<file path="src/atkt_pkg.sv">
// ----------------------------------------------------------------------------
// atkt_pkg
// Shared types and constants of the access tag/key table: operation codes,
// the query broadcast to the cells, the probe handed along the cell chain
// and the write command.
// ----------------------------------------------------------------------------
package atkt_pkg;

    localparam int TAG_W       = 32;
    localparam int KEY_W       = 32;
    localparam int SLOT_W      = 4;
    localparam int ACT_W       = 5;
    localparam int ENTRY_IDX_W = 8;

    localparam logic [TAG_W-1:0] EMPTY_TAG = 32'h0000_0000;
    localparam logic [ACT_W-1:0] NO_SLOT   = 5'h1F;

    typedef enum logic [2:0] {
        OP_SEARCH   = 3'd0,
        OP_CREATE   = 3'd1,
        OP_DEL_SLOT = 3'd2,
        OP_DEL_TAG  = 3'd3,
        OP_DEL_ALL  = 3'd4,
        OP_READ     = 3'd5,
        OP_CHECK    = 3'd6,
        OP_NONE     = 3'd7
    } op_t;

    typedef struct packed {
        logic [TAG_W-1:0]       tag;
        logic [KEY_W-1:0]       key;
        logic [ENTRY_IDX_W-1:0] slot;
        logic                   act_valid;
        logic [ENTRY_IDX_W-1:0] act_idx;
    } query_t;

    typedef struct packed {
        logic                   valid;
        logic                   hit;
        logic [ENTRY_IDX_W-1:0] hit_idx;
        logic                   empty;
        logic [ENTRY_IDX_W-1:0] empty_idx;
        logic [TAG_W-1:0]       rd_tag;
        logic [KEY_W-1:0]       rd_key;
        logic                   key_eq;
    } probe_t;

    typedef struct packed {
        logic                   en;
        logic                   clr_all;
        logic [ENTRY_IDX_W-1:0] idx;
        logic [TAG_W-1:0]       tag;
        logic [KEY_W-1:0]       key;
    } write_t;

endpackage

</file>
<file path="src/atkt_if.sv">
// ----------------------------------------------------------------------------
// atkt_req_if / atkt_rsp_if
// Valid/ready channels carrying one operation beat and one result beat.
// ----------------------------------------------------------------------------
interface atkt_req_if;
    logic                           valid;
    logic                           ready;
    logic [2:0]                     op;
    logic [atkt_pkg::TAG_W-1:0]     tag_code;
    logic [atkt_pkg::KEY_W-1:0]     key_code;
    logic [atkt_pkg::SLOT_W-1:0]    slot_index;

    modport source (output valid, op, tag_code, key_code, slot_index, input ready);
    modport sink   (input valid, op, tag_code, key_code, slot_index, output ready);
endinterface

interface atkt_rsp_if;
    logic                               valid;
    logic                               ready;
    logic                               success;
    logic signed [atkt_pkg::ACT_W-1:0]  active_slot_out;
    logic [atkt_pkg::TAG_W-1:0]         tag_out;
    logic [atkt_pkg::KEY_W-1:0]         key_out;

    modport source (output valid, success, active_slot_out, tag_out, key_out, input ready);
    modport sink   (input valid, success, active_slot_out, tag_out, key_out, output ready);
endinterface

</file>
<file path="src/atkt_cell.sv">
// ----------------------------------------------------------------------------
// atkt_cell
// One table entry. It holds a tag and a key, folds its own entry into the
// probe passing by and registers the probe for the next cell.
// ----------------------------------------------------------------------------
module atkt_cell #(
    parameter int INDEX = 0
) (
    input  logic              clk,
    input  logic              rst_n,
    input  atkt_pkg::query_t  query,
    input  atkt_pkg::write_t  wr,
    input  atkt_pkg::probe_t  probe_in,
    output atkt_pkg::probe_t  probe_out
);

    localparam logic [atkt_pkg::ENTRY_IDX_W-1:0] OWN = atkt_pkg::ENTRY_IDX_W'(INDEX);

    logic [atkt_pkg::TAG_W-1:0] tag_reg;
    logic [atkt_pkg::KEY_W-1:0] key_reg;
    atkt_pkg::probe_t           probe_reg;
    atkt_pkg::probe_t           probe_next;

    always_comb
    begin
        probe_next = probe_in;
        if (!probe_in.hit && query.tag != atkt_pkg::EMPTY_TAG && tag_reg == query.tag)
        begin
            probe_next.hit     = 1'b1;
            probe_next.hit_idx = OWN;
        end
        if (!probe_in.empty && tag_reg == atkt_pkg::EMPTY_TAG)
        begin
            probe_next.empty     = 1'b1;
            probe_next.empty_idx = OWN;
        end
        if (query.slot == OWN)
        begin
            probe_next.rd_tag = tag_reg;
            probe_next.rd_key = key_reg;
        end
        if (query.act_valid && query.act_idx == OWN)
        begin
            probe_next.key_eq = (key_reg == query.key);
        end
    end

    always_ff @(posedge clk or negedge rst_n)
    begin
        if (!rst_n)
        begin
            tag_reg   <= atkt_pkg::EMPTY_TAG;
            key_reg   <= '0;
            probe_reg <= '0;
        end
        else
        begin
            probe_reg <= probe_next;
            if (wr.clr_all)
            begin
                tag_reg <= atkt_pkg::EMPTY_TAG;
                key_reg <= '0;
            end
            else if (wr.en && wr.idx == OWN)
            begin
                tag_reg <= wr.tag;
                key_reg <= wr.key;
            end
        end
    end

    assign probe_out = probe_reg;

endmodule

</file>
<file path="src/access_tag_key_table.sv">
// ----------------------------------------------------------------------------
// access_tag_key_table
// Table of access entries (tag and key) with an active slot, built as a
// chain of entry cells that a probe walks one cell per cycle.
//
// Usage: operations arrive as beats on req (op, tag_code, key_code,
// slot_index) and each yields exactly one result beat on rsp (success,
// active_slot_out, tag_out, key_out). One operation is worked on at a time;
// req.ready is high while the controller is idle, even when a result still
// waits on rsp.
// Timing: an operation's probe walks the whole cell chain, is captured at its
// end and then loaded into the output register as the result beat; no new
// operation is accepted until that result has been loaded.
// Reset: every entry is cleared to the empty tag and zero key, the active
// slot is none, and no result is pending.
// Stall: when rsp is stalled the finished result holds the controller; the
// table is updated only when the result beat is loaded into the output
// register, and the beat stays stable until it is taken.
// ----------------------------------------------------------------------------
module access_tag_key_table #(
    parameter int TABLE_ENTRIES = 16
) (
    input  logic            clk,
    input  logic            rst_n,
    atkt_req_if.sink        req,
    atkt_rsp_if.source      rsp
);

    localparam int IW = atkt_pkg::ENTRY_IDX_W;

    typedef enum logic [1:0] {
        S_IDLE,
        S_RUN,
        S_DONE
    } state_t;

    state_t                      state_reg;
    atkt_pkg::op_t               op_reg;
    logic [atkt_pkg::TAG_W-1:0]  tag_reg;
    logic [atkt_pkg::KEY_W-1:0]  key_reg;
    logic [IW-1:0]               slot_reg;
    logic                        slot_ok_reg;
    logic                        start_reg;
    atkt_pkg::probe_t            res_reg;
    logic                        act_valid_reg;
    logic [IW-1:0]               act_idx_reg;

    logic                        rsp_valid_reg;
    logic                        success_reg;
    logic [atkt_pkg::ACT_W-1:0]  act_out_reg;
    logic [atkt_pkg::TAG_W-1:0]  tag_out_reg;
    logic [atkt_pkg::KEY_W-1:0]  key_out_reg;

    atkt_pkg::query_t            query;
    atkt_pkg::write_t            wr;
    atkt_pkg::probe_t            chain [0:TABLE_ENTRIES];

    logic                        load;
    logic                        ok;
    logic                        act_valid_next;
    logic [IW-1:0]               act_idx_next;
    logic [atkt_pkg::TAG_W-1:0]  tag_o;
    logic [atkt_pkg::KEY_W-1:0]  key_o;

    assign query.tag       = tag_reg;
    assign query.key       = key_reg;
    assign query.slot      = slot_reg;
    assign query.act_valid = act_valid_reg;
    assign query.act_idx   = act_idx_reg;

    always_comb
    begin
        chain[0]       = '0;
        chain[0].valid = start_reg;
    end

    for (genvar i = 0; i < TABLE_ENTRIES; i++)
    begin : g_cell
        atkt_cell #(
            .INDEX (i)
        ) u_cell (
            .clk       (clk),
            .rst_n     (rst_n),
            .query     (query),
            .wr        (wr),
            .probe_in  (chain[i]),
            .probe_out (chain[i+1])
        );
    end

    assign load = (state_reg == S_DONE) && (!rsp_valid_reg || rsp.ready);

    always_comb
    begin
        wr             = '0;
        ok             = 1'b0;
        act_valid_next = act_valid_reg;
        act_idx_next   = act_idx_reg;
        tag_o          = '0;
        key_o          = '0;
        case (op_reg)
            atkt_pkg::OP_SEARCH:
            begin
                act_valid_next = res_reg.hit;
                act_idx_next   = res_reg.hit_idx;
                ok             = res_reg.hit;
            end
            atkt_pkg::OP_CREATE:
            begin
                if (tag_reg != atkt_pkg::EMPTY_TAG && (res_reg.hit || res_reg.empty))
                begin
                    wr.en          = 1'b1;
                    wr.idx         = res_reg.hit ? res_reg.hit_idx : res_reg.empty_idx;
                    wr.tag         = tag_reg;
                    wr.key         = key_reg;
                    act_valid_next = 1'b1;
                    act_idx_next   = wr.idx;
                    ok             = 1'b1;
                end
            end
            atkt_pkg::OP_DEL_SLOT:
            begin
                if (slot_ok_reg)
                begin
                    wr.en  = 1'b1;
                    wr.idx = slot_reg;
                    ok     = 1'b1;
                end
            end
            atkt_pkg::OP_DEL_TAG:
            begin
                act_valid_next = res_reg.hit;
                act_idx_next   = res_reg.hit_idx;
                if (res_reg.hit)
                begin
                    wr.en  = 1'b1;
                    wr.idx = res_reg.hit_idx;
                    ok     = 1'b1;
                end
            end
            atkt_pkg::OP_DEL_ALL:
            begin
                wr.clr_all = 1'b1;
                ok         = 1'b1;
            end
            atkt_pkg::OP_READ:
            begin
                if (slot_ok_reg)
                begin
                    tag_o = res_reg.rd_tag;
                    key_o = res_reg.rd_key;
                    ok    = 1'b1;
                end
            end
            atkt_pkg::OP_CHECK:
            begin
                ok = act_valid_reg && res_reg.key_eq;
            end
            default:
            begin
                ok = 1'b0;
            end
        endcase
        if (!load)
        begin
            wr = '0;
        end
    end

    always_ff @(posedge clk or negedge rst_n)
    begin
        if (!rst_n)
        begin
            state_reg     <= S_IDLE;
            start_reg     <= 1'b0;
            act_valid_reg <= 1'b0;
            act_idx_reg   <= '0;
            rsp_valid_reg <= 1'b0;
        end
        else
        begin
            start_reg <= 1'b0;
            if (rsp_valid_reg && rsp.ready && !load)
            begin
                rsp_valid_reg <= 1'b0;
            end
            case (state_reg)
                S_IDLE:
                begin
                    if (req.valid)
                    begin
                        op_reg      <= atkt_pkg::op_t'(req.op);
                        tag_reg     <= req.tag_code;
                        key_reg     <= req.key_code;
                        slot_reg    <= IW'({{IW{1'b0}}, req.slot_index});
                        slot_ok_reg <= {{(32-atkt_pkg::SLOT_W){1'b0}}, req.slot_index}
                                       < 32'(TABLE_ENTRIES);
                        start_reg   <= 1'b1;
                        state_reg   <= S_RUN;
                    end
                end
                S_RUN:
                begin
                    if (chain[TABLE_ENTRIES].valid)
                    begin
                        res_reg   <= chain[TABLE_ENTRIES];
                        state_reg <= S_DONE;
                    end
                end
                S_DONE:
                begin
                    if (load)
                    begin
                        act_valid_reg <= act_valid_next;
                        act_idx_reg   <= act_idx_next;
                        rsp_valid_reg <= 1'b1;
                        success_reg   <= ok;
                        act_out_reg   <= act_valid_next
                                         ? atkt_pkg::ACT_W'({{atkt_pkg::ACT_W{1'b0}}, act_idx_next})
                                         : atkt_pkg::NO_SLOT;
                        tag_out_reg   <= tag_o;
                        key_out_reg   <= key_o;
                        state_reg     <= S_IDLE;
                    end
                end
                default:
                begin
                    state_reg <= S_IDLE;
                end
            endcase
        end
    end

    assign req.ready           = (state_reg == S_IDLE);
    assign rsp.valid           = rsp_valid_reg;
    assign rsp.success         = success_reg;
    assign rsp.active_slot_out = act_out_reg;
    assign rsp.tag_out         = tag_out_reg;
    assign rsp.key_out         = key_out_reg;

endmodule

</file>
<file path="src/flat_wrapper.sv">
// flat-port wrapper written by rule: the top's interface ports become plain ports
module access_tag_key_table_flat 
#(
    parameter int TABLE_ENTRIES = 16
)
  (clk, rst_n, req_valid, req_op, req_tag_code, req_key_code, req_slot_index, req_ready, rsp_valid, rsp_success, rsp_active_slot_out, rsp_tag_out, rsp_key_out, rsp_ready);
  atkt_req_if req_i ();
  atkt_rsp_if rsp_i ();
  input  logic clk;
  input  logic rst_n;
  input wire logic [$bits(req_i.valid)-1:0] req_valid;
  input wire logic [$bits(req_i.op)-1:0] req_op;
  input wire logic [$bits(req_i.tag_code)-1:0] req_tag_code;
  input wire logic [$bits(req_i.key_code)-1:0] req_key_code;
  input wire logic [$bits(req_i.slot_index)-1:0] req_slot_index;
  output wire logic [$bits(req_i.ready)-1:0] req_ready;
  output wire logic [$bits(rsp_i.valid)-1:0] rsp_valid;
  output wire logic [$bits(rsp_i.success)-1:0] rsp_success;
  output wire logic [$bits(rsp_i.active_slot_out)-1:0] rsp_active_slot_out;
  output wire logic [$bits(rsp_i.tag_out)-1:0] rsp_tag_out;
  output wire logic [$bits(rsp_i.key_out)-1:0] rsp_key_out;
  input wire logic [$bits(rsp_i.ready)-1:0] rsp_ready;
  assign req_i.valid = req_valid;
  assign req_i.op = req_op;
  assign req_i.tag_code = req_tag_code;
  assign req_i.key_code = req_key_code;
  assign req_i.slot_index = req_slot_index;
  assign req_ready = req_i.ready;
  assign rsp_valid = rsp_i.valid;
  assign rsp_success = rsp_i.success;
  assign rsp_active_slot_out = rsp_i.active_slot_out;
  assign rsp_tag_out = rsp_i.tag_out;
  assign rsp_key_out = rsp_i.key_out;
  assign rsp_i.ready = rsp_ready;
  access_tag_key_table #(.TABLE_ENTRIES(TABLE_ENTRIES)) u_core (.clk(clk), .rst_n(rst_n), .req(req_i), .rsp(rsp_i));
endmodule
</file>
<file path="config.mk">
export PLATFORM = sky130hd
export DESIGN_NAME = access_tag_key_table_flat
export DESIGN_NICKNAME = d
export VERILOG_FILES = /design/src/atkt_pkg.sv /design/src/atkt_if.sv /design/src/atkt_cell.sv /design/src/access_tag_key_table.sv /design/src/flat_wrapper.sv
export SDC_FILE = /design/constraint.sdc
export NUM_CORES = 2
export LEC_CHECK = 0
export BUFFER_PORTS_ARGS = -buffer_cell sky130_fd_sc_hd__buf_2
export CORE_UTILIZATION = 45
export DETAILED_ROUTE_END_ITERATION = 10
export PLACE_DENSITY = 0.59
export RECOVER_POWER = 100
export SYNTH_ARGS = -nofsm -noshare
export SYNTH_HDL_FRONTEND = slang
export SYNTH_SLANG_ARGS = --single-unit
</file>
<file path="constraint.sdc">
create_clock -name clk -period 6.9 [get_ports clk]
set_clock_uncertainty 0.05 [all_clocks]
set_input_delay 0.69 -clock clk [delete_from_list [all_inputs] [get_ports clk]]
set_output_delay 0.69 -clock clk [all_outputs]
set_load 0.05 [all_outputs]
</file>
* Yosys cells after proc, flatten, opt, wreduce, memory -nomap -nowiden
Index checks and enable logic that the tools add are counted.
** Storage, ports and cells
- Bits of input ports :: 75
- Register bits :: 2605
- Logic and storage cells :: 586
- Output and inout port bits :: 72
** Cells by class
- Muxes and demuxes :: 152
- Eq/ne operators :: 89
- Reduce and logical (&&, ||, !) cells :: 164
** Operator list (number)
- $mux W32 :: 64
- $mux W64 :: 17
- $eq A32 B32 Y1 :: 32
- $logic_not A32 Y1 :: 16
- $mux W9 :: 32
- $eq A8 B4 Y1 const B :: 16
- $logic_and A1 B1 Y1 :: 83
- $mux W74 :: 1
- $mux W72 :: 1
- $eq A8 B3 Y1 const B :: 8
- $reduce_bool A2 Y1 :: 17
- $eq A4 B4 Y1 const B :: 8
- $eq A8 B2 Y1 const B :: 4
- $logic_not A1 Y1 :: 32
- $reduce_bool A32 Y1 :: 1
- $mux W1 :: 25
- $logic_not A8 Y1 :: 3
- $mux W8 :: 3
- $pmux W8 S3 :: 1
- $eq A4 B3 Y1 const B :: 4
- $eq A8 B1 Y1 const B :: 2
- $pmux W8 S2 :: 1
- $reduce_and A3 Y1 :: 4
- $eq A3 B3 Y1 const B :: 3
- 20 further kinds :: 27

* Logic depth before layout (Yosys ltp)
- Depth after elaboration :: 9
- Depth in mapped cells :: 9
- Gate-level depth less buffers :: 6

* Modules after synthesis
Synthesis repeated with hierarchy kept, for this count alone.
** Unflattened totals
- Cells, all modules :: 9686
- Area, all modules :: 114165.7 um2
** By module, submodules not included
- atkt_cell at u_core.g_cell[10].u_cell ... :: times used 4, sequential area each 3703.6 um2, cells an instance 572, area an instance 6588.8 um2
- atkt_cell at u_core.g_cell[4].u_cell ... :: times used 2, sequential area each 3703.6 um2, cells an instance 571, area an instance 6630.1 um2
- atkt_cell at u_core.g_cell[13].u_cell ... :: times used 2, sequential area each 3703.6 um2, cells an instance 572, area an instance 6526.3 um2
- access_tag_key_table :: times used 1, sequential area each 7051.8 um2, cells an instance 516, area an instance 8770.9 um2
- atkt_cell at u_core.g_cell[0].u_cell :: times used 1, sequential area each 3703.6 um2, cells an instance 577, area an instance 6741.5 um2
- atkt_cell at u_core.g_cell[12].u_cell :: times used 1, sequential area each 3703.6 um2, cells an instance 572, area an instance 6715.2 um2
- atkt_cell at u_core.g_cell[1].u_cell :: times used 1, sequential area each 3703.6 um2, cells an instance 576, area an instance 6633.9 um2
- atkt_cell at u_core.g_cell[2].u_cell :: times used 1, sequential area each 3703.6 um2, cells an instance 571, area an instance 6606.3 um2
- atkt_cell at u_core.g_cell[11].u_cell :: times used 1, sequential area each 3703.6 um2, cells an instance 574, area an instance 6533.8 um2
- atkt_cell at u_core.g_cell[7].u_cell :: times used 1, sequential area each 3703.6 um2, cells an instance 577, area an instance 6526.3 um2
- atkt_cell at u_core.g_cell[3].u_cell :: times used 1, sequential area each 3703.6 um2, cells an instance 576, area an instance 6502.5 um2
- atkt_cell at u_core.g_cell[15].u_cell :: times used 1, sequential area each 3703.6 um2, cells an instance 573, area an instance 6467.5 um2

* Worst setup path after synthesis
No wires, ideal clock.
- Kind :: register to register
- Start point :: reg u_core.state_reg[0]
- End point :: reg u_core.key_reg[0] in the netlist's numbering (enable)
- Arrival time :: 2960 ps
- Path buffers :: 0
- Data required time :: 6413 ps
- Setup slack :: 3452 ps
- Stages on the path, launching flop included :: 3
- Period minus slack after synthesis :: 3448 ps
- Cell sequence :: dfrtp_1 nor2_1 and3_1
** On the way
- Cells in the longest elaborated chain, start to end :: 2
** RTL lines
- start, declared :: RTL line access_tag_key_table.sv:37 : state_t state_reg;
- start signal, assigned :: RTL line access_tag_key_table.sv:174 : state_reg <= S_IDLE;
- start signal, assigned :: RTL line access_tag_key_table.sv:199 : state_reg <= S_RUN;
- start signal, assigned :: RTL line access_tag_key_table.sv:207 : state_reg <= S_DONE;
- $logic_not A2 Y1
- net req_ready :: RTL line flat_wrapper.sv:16 : output wire logic [$bits(req_i.ready)-1:0] req_ready;
- $reduce_and A3 Y1 (no line)
- end signal, assigned :: RTL line access_tag_key_table.sv:194 : key_reg <= req.key_code;
- end, declared :: RTL line access_tag_key_table.sv:40 : logic [atkt_pkg::KEY_W-1:0] key_reg;
The timed path passes the listed nets, and every way through them passes these cells.
A chain may end at the register's enable or synchronous reset.

==> metrics.md <==
| Metric | Value |
|---|---|
| Fin crit share | `0.838` |
| Reg clk slew, reported paths | `60 ps` |
| Antenna violations before repair | `3` |
| Num CTS Buffers | `283` |
| RSZ-0062 raised after global routing | `false` |
| Placement Setup Slack | `2060 ps` |
| Final worst path period need | `5780 ps` |
| GP Congestion | `0.946` |
| Worst Tran Pin Value | `4960 ps` |
| Depth of the CTS H-tree | `5` |
| Port Buffers | `146` |
| # Post-CTS Setup Buffers | `0` |
| Crit-path max FO | `35` |
| Largest net degree at the start of global routing | `226` |
| Number of fill cells | `19900` |
| Synth top area share | `0.531` |
| Clock Tree Root | `clkbuf_16` |
| Die ar. | `0.235 mm²` |
| Data arrival time of the critical path | `6530 ps` |
| Die X | `484 µm` |
| Worst r2r dst | `u_core.g_cell[1].u_cell.probe_out[22]` |
| Fin. Hold Viols | `0` |
| Relative slew slack | `-2.30` |
| Via Count | `62700` |
| Final Slew Violations | `2159` |
| Setup crit start kind | `flop` |
| Fraction of registers with async set/reset | `0.911` |
| Inst Count DP | `10800` |
| Die height | `484 µm` |
| Worst setup margin | `1120 ps` |
| Dpl hpwl | `216000 µm` |
| Remaining global-route overflow | `0` |
| Design Power | `29.3 mW` |
| FMAX | `173 MHz` |
| Peak supply drop | `0.000277 V` |
| Setup crit start | `u_core.slot_reg[1]` |
| Area leader, netlist | `dfrtp_1` |
| # DRC | `0` |
| Status | `finished, violations left` |
| Skew-Pair Late Insertion Delay | `940 ps` |
| ANT nets after route | `0` |
| Mapped Cells | `8063` |
| Critical path type | `flop to flop` |
| DR iter-0 viols | `4721` |
| Top cells by area, synth | `dfrtp_1 (53%), mux2_2 (10%), mux2i_1 (9.8%)` |
| Syn Area/Cell | `13.0 µm²` |
| Reg2Reg Depth | `5` |
| Net Count, Synth | `8138` |
| GRT Total Usage | `0.261` |
| Nets@finish | `8237` |
| Initial core utilization | `0.454` |
| Layout area overhead | `12.1%` |
| CP Cell Sequence | `nand2b_1 -> nor3_1 -> clkbuf_1 -> clkbuf_1 -> mux2_2` |
| LEAKAGE | `60.1 nW` |
| Max stage delay on crit path | `1940 ps` |
| P per Cell Area | `250 mW/mm²` |
| Register area share after synthesis | `0.593` |
| Max FFs per register | `1186` |
| CP Capture Point | `u_core.g_cell[1].u_cell.probe_out[22]` |
| Yosys reg bits | `2436` |
| Warnings from Yosys | `0` |
| WL/cell | `26.9 µm` |
| Most common cell in the netlist | `dfrtp_1` |
| Failing checks | `capacitance limit, slew limit` |
| First-pass GRT wire length | `455000 µm` |
| I/O pin count | `147` |
| 1st-pass router iterations | `5` |
| Layout cells sized above 1 | `0.177` |
| Vias in the first global route | `66500` |
| Clock Sinks | `2436` |
| Area of the multi-input gates | `0.0403 mm²` |
| Worst path required time | `7650 ps` |
| Count of final setup violators | `0` |
| CP Depth | `5` |
| Clk buf depth | `4` |
| Top cells by count, synth | `dfrtp_1 (2220), nand2_1 (1105), mux2i_1 (1028)` |
| Layout Cells excl Fill | `11400` |
| Setup TNS | `0 ps` |
| Number of synthesized flops with an enable pin | `216` |
| Critical path buffers and inverters | `2` |
| Flop2flop setup slack | `1120 ps` |
| Worst reg2reg path startpoint | `u_core.slot_reg[1]` |
| Max-cap violations | `35` |
| Worst path top cell family by delay | `buffers and inverters` |
| Worst Setup End Kind | `flop` |
| Distinct cell type count after synthesis | `53` |
| CTS tree | `done` |
| FP Rows | `176` |
| Reg area | `0.0620 mm²` |
| Synthesized area | `0.105 mm²` |
| WL final | `306000 µm` |
| CP max-delay cell | `clkbuf_1` |
| Hold Path Class | `input pin to flop` |
| Most used DFF post-synth | `dfrtp_1` |
| Core area | `0.231 mm²` |
| Finished Core Util | `0.509` |
| Most numerous cell on the critical path | `clkbuf_1` |
| Via density | `5.50` |
## power by group
part / internal (mW) / switching [mW]
clock network: 8.50 / 5.78
logic: 0.105 / 0.436
registers: 14.5 / 0.0141
total: 23.1 / 6.23
## cells in the final DEF (no fill, tap or decap), drive strengths merged, types with 16 or more instances in the layout
cell type	count
dlygate4sd3	65
mux2i	1028
o21ai	25
nor2	20
xnor2	181
inv	16
clkbuf	562
and2	68
nor2b	38
xor2	840
nand2b	16
and3	66
dfrtp	2220
mux2	958
buf	146
or2	79
nor4	343
nand3	34
nor3	57
nand2	1105
edfxtp	216
nand4	124
clkinv	49
## area by class of cell
type                            count  area share
Antenna cell                        3   0.0000640
Clock buffer                      409      0.0694
Clock inverter                     70     0.00525
Inverter                            8    0.000256
Multi-Input combinational cell   5069       0.344
Sequential cell                  2436       0.529
Tap cell                         3026      0.0323
Timing Repair Buffer              364      0.0207
## worst reg2reg max path, delay by kind of cell, from the launching register on
kind	cells	cell delay (ps)
and+or+nand+nor	2	750
muxes	1	540
buffers and inverters	2	3720
DFF	1	600
## per-layer routing
metal / vias to the layer above / share of wire / track usage
met5: - / 0.000043 / 0
met4: 2 / 0.039 / 0.100
met3: 486 / 0.044 / 0.0353
met2: 1721 / 0.46 / 0.414
met1: 32600 / 0.45 / 0.365
li1: 27800 / - / -
## cell families (layout without fill, tap and decap cells)
logic type,Yosys count,after routing,share of synthesized area
flops,2436,2436,0.593
mux,1986,1986,0.201
simple gates,1969,1969,0.0900
xor+xnor,1021,1021,0.0854
buf+inv,558,851,0.0240
compound gates,93,93,0.00656
other cells,0,3,0
## what timing repair did
action,in CTS,in global routing
hold endpoints to repair,137,0
gates resized for setup,0,0
hold buffers,65,0
## worst min-delay path by stage
stage | startpoint | endpoint | cells past startpoint
3_5_place_dp | u_core.g_cell[4].u_cell.probe_out[83] | u_core.g_cell[5].u_cell.probe_out[83] | 0
3_3_place_gp | u_core.g_cell[14].u_cell.probe_out[83] | u_core.g_cell[15].u_cell.probe_out[83] | 0
6_report | req_slot_index[2] | u_core.slot_reg[2] | 1
2_1_floorplan | u_core.start_reg | u_core.g_cell[0].u_cell.probe_out[83] | 0
5_1_grt | req_slot_index[1] | u_core.slot_reg[1] | 1
4_1_cts | req_slot_index[0] | u_core.slot_reg[0] | 1
## per-stage QoR
stage               hold WS (ps)  cell area, µm²
finish                       159          117000
global route                 123          117000
CTS                         16.4          118000
detailed placement           286          108000
global placement             285          108000
floorplan                    281          105000
(Power assumes the default switching activity.)
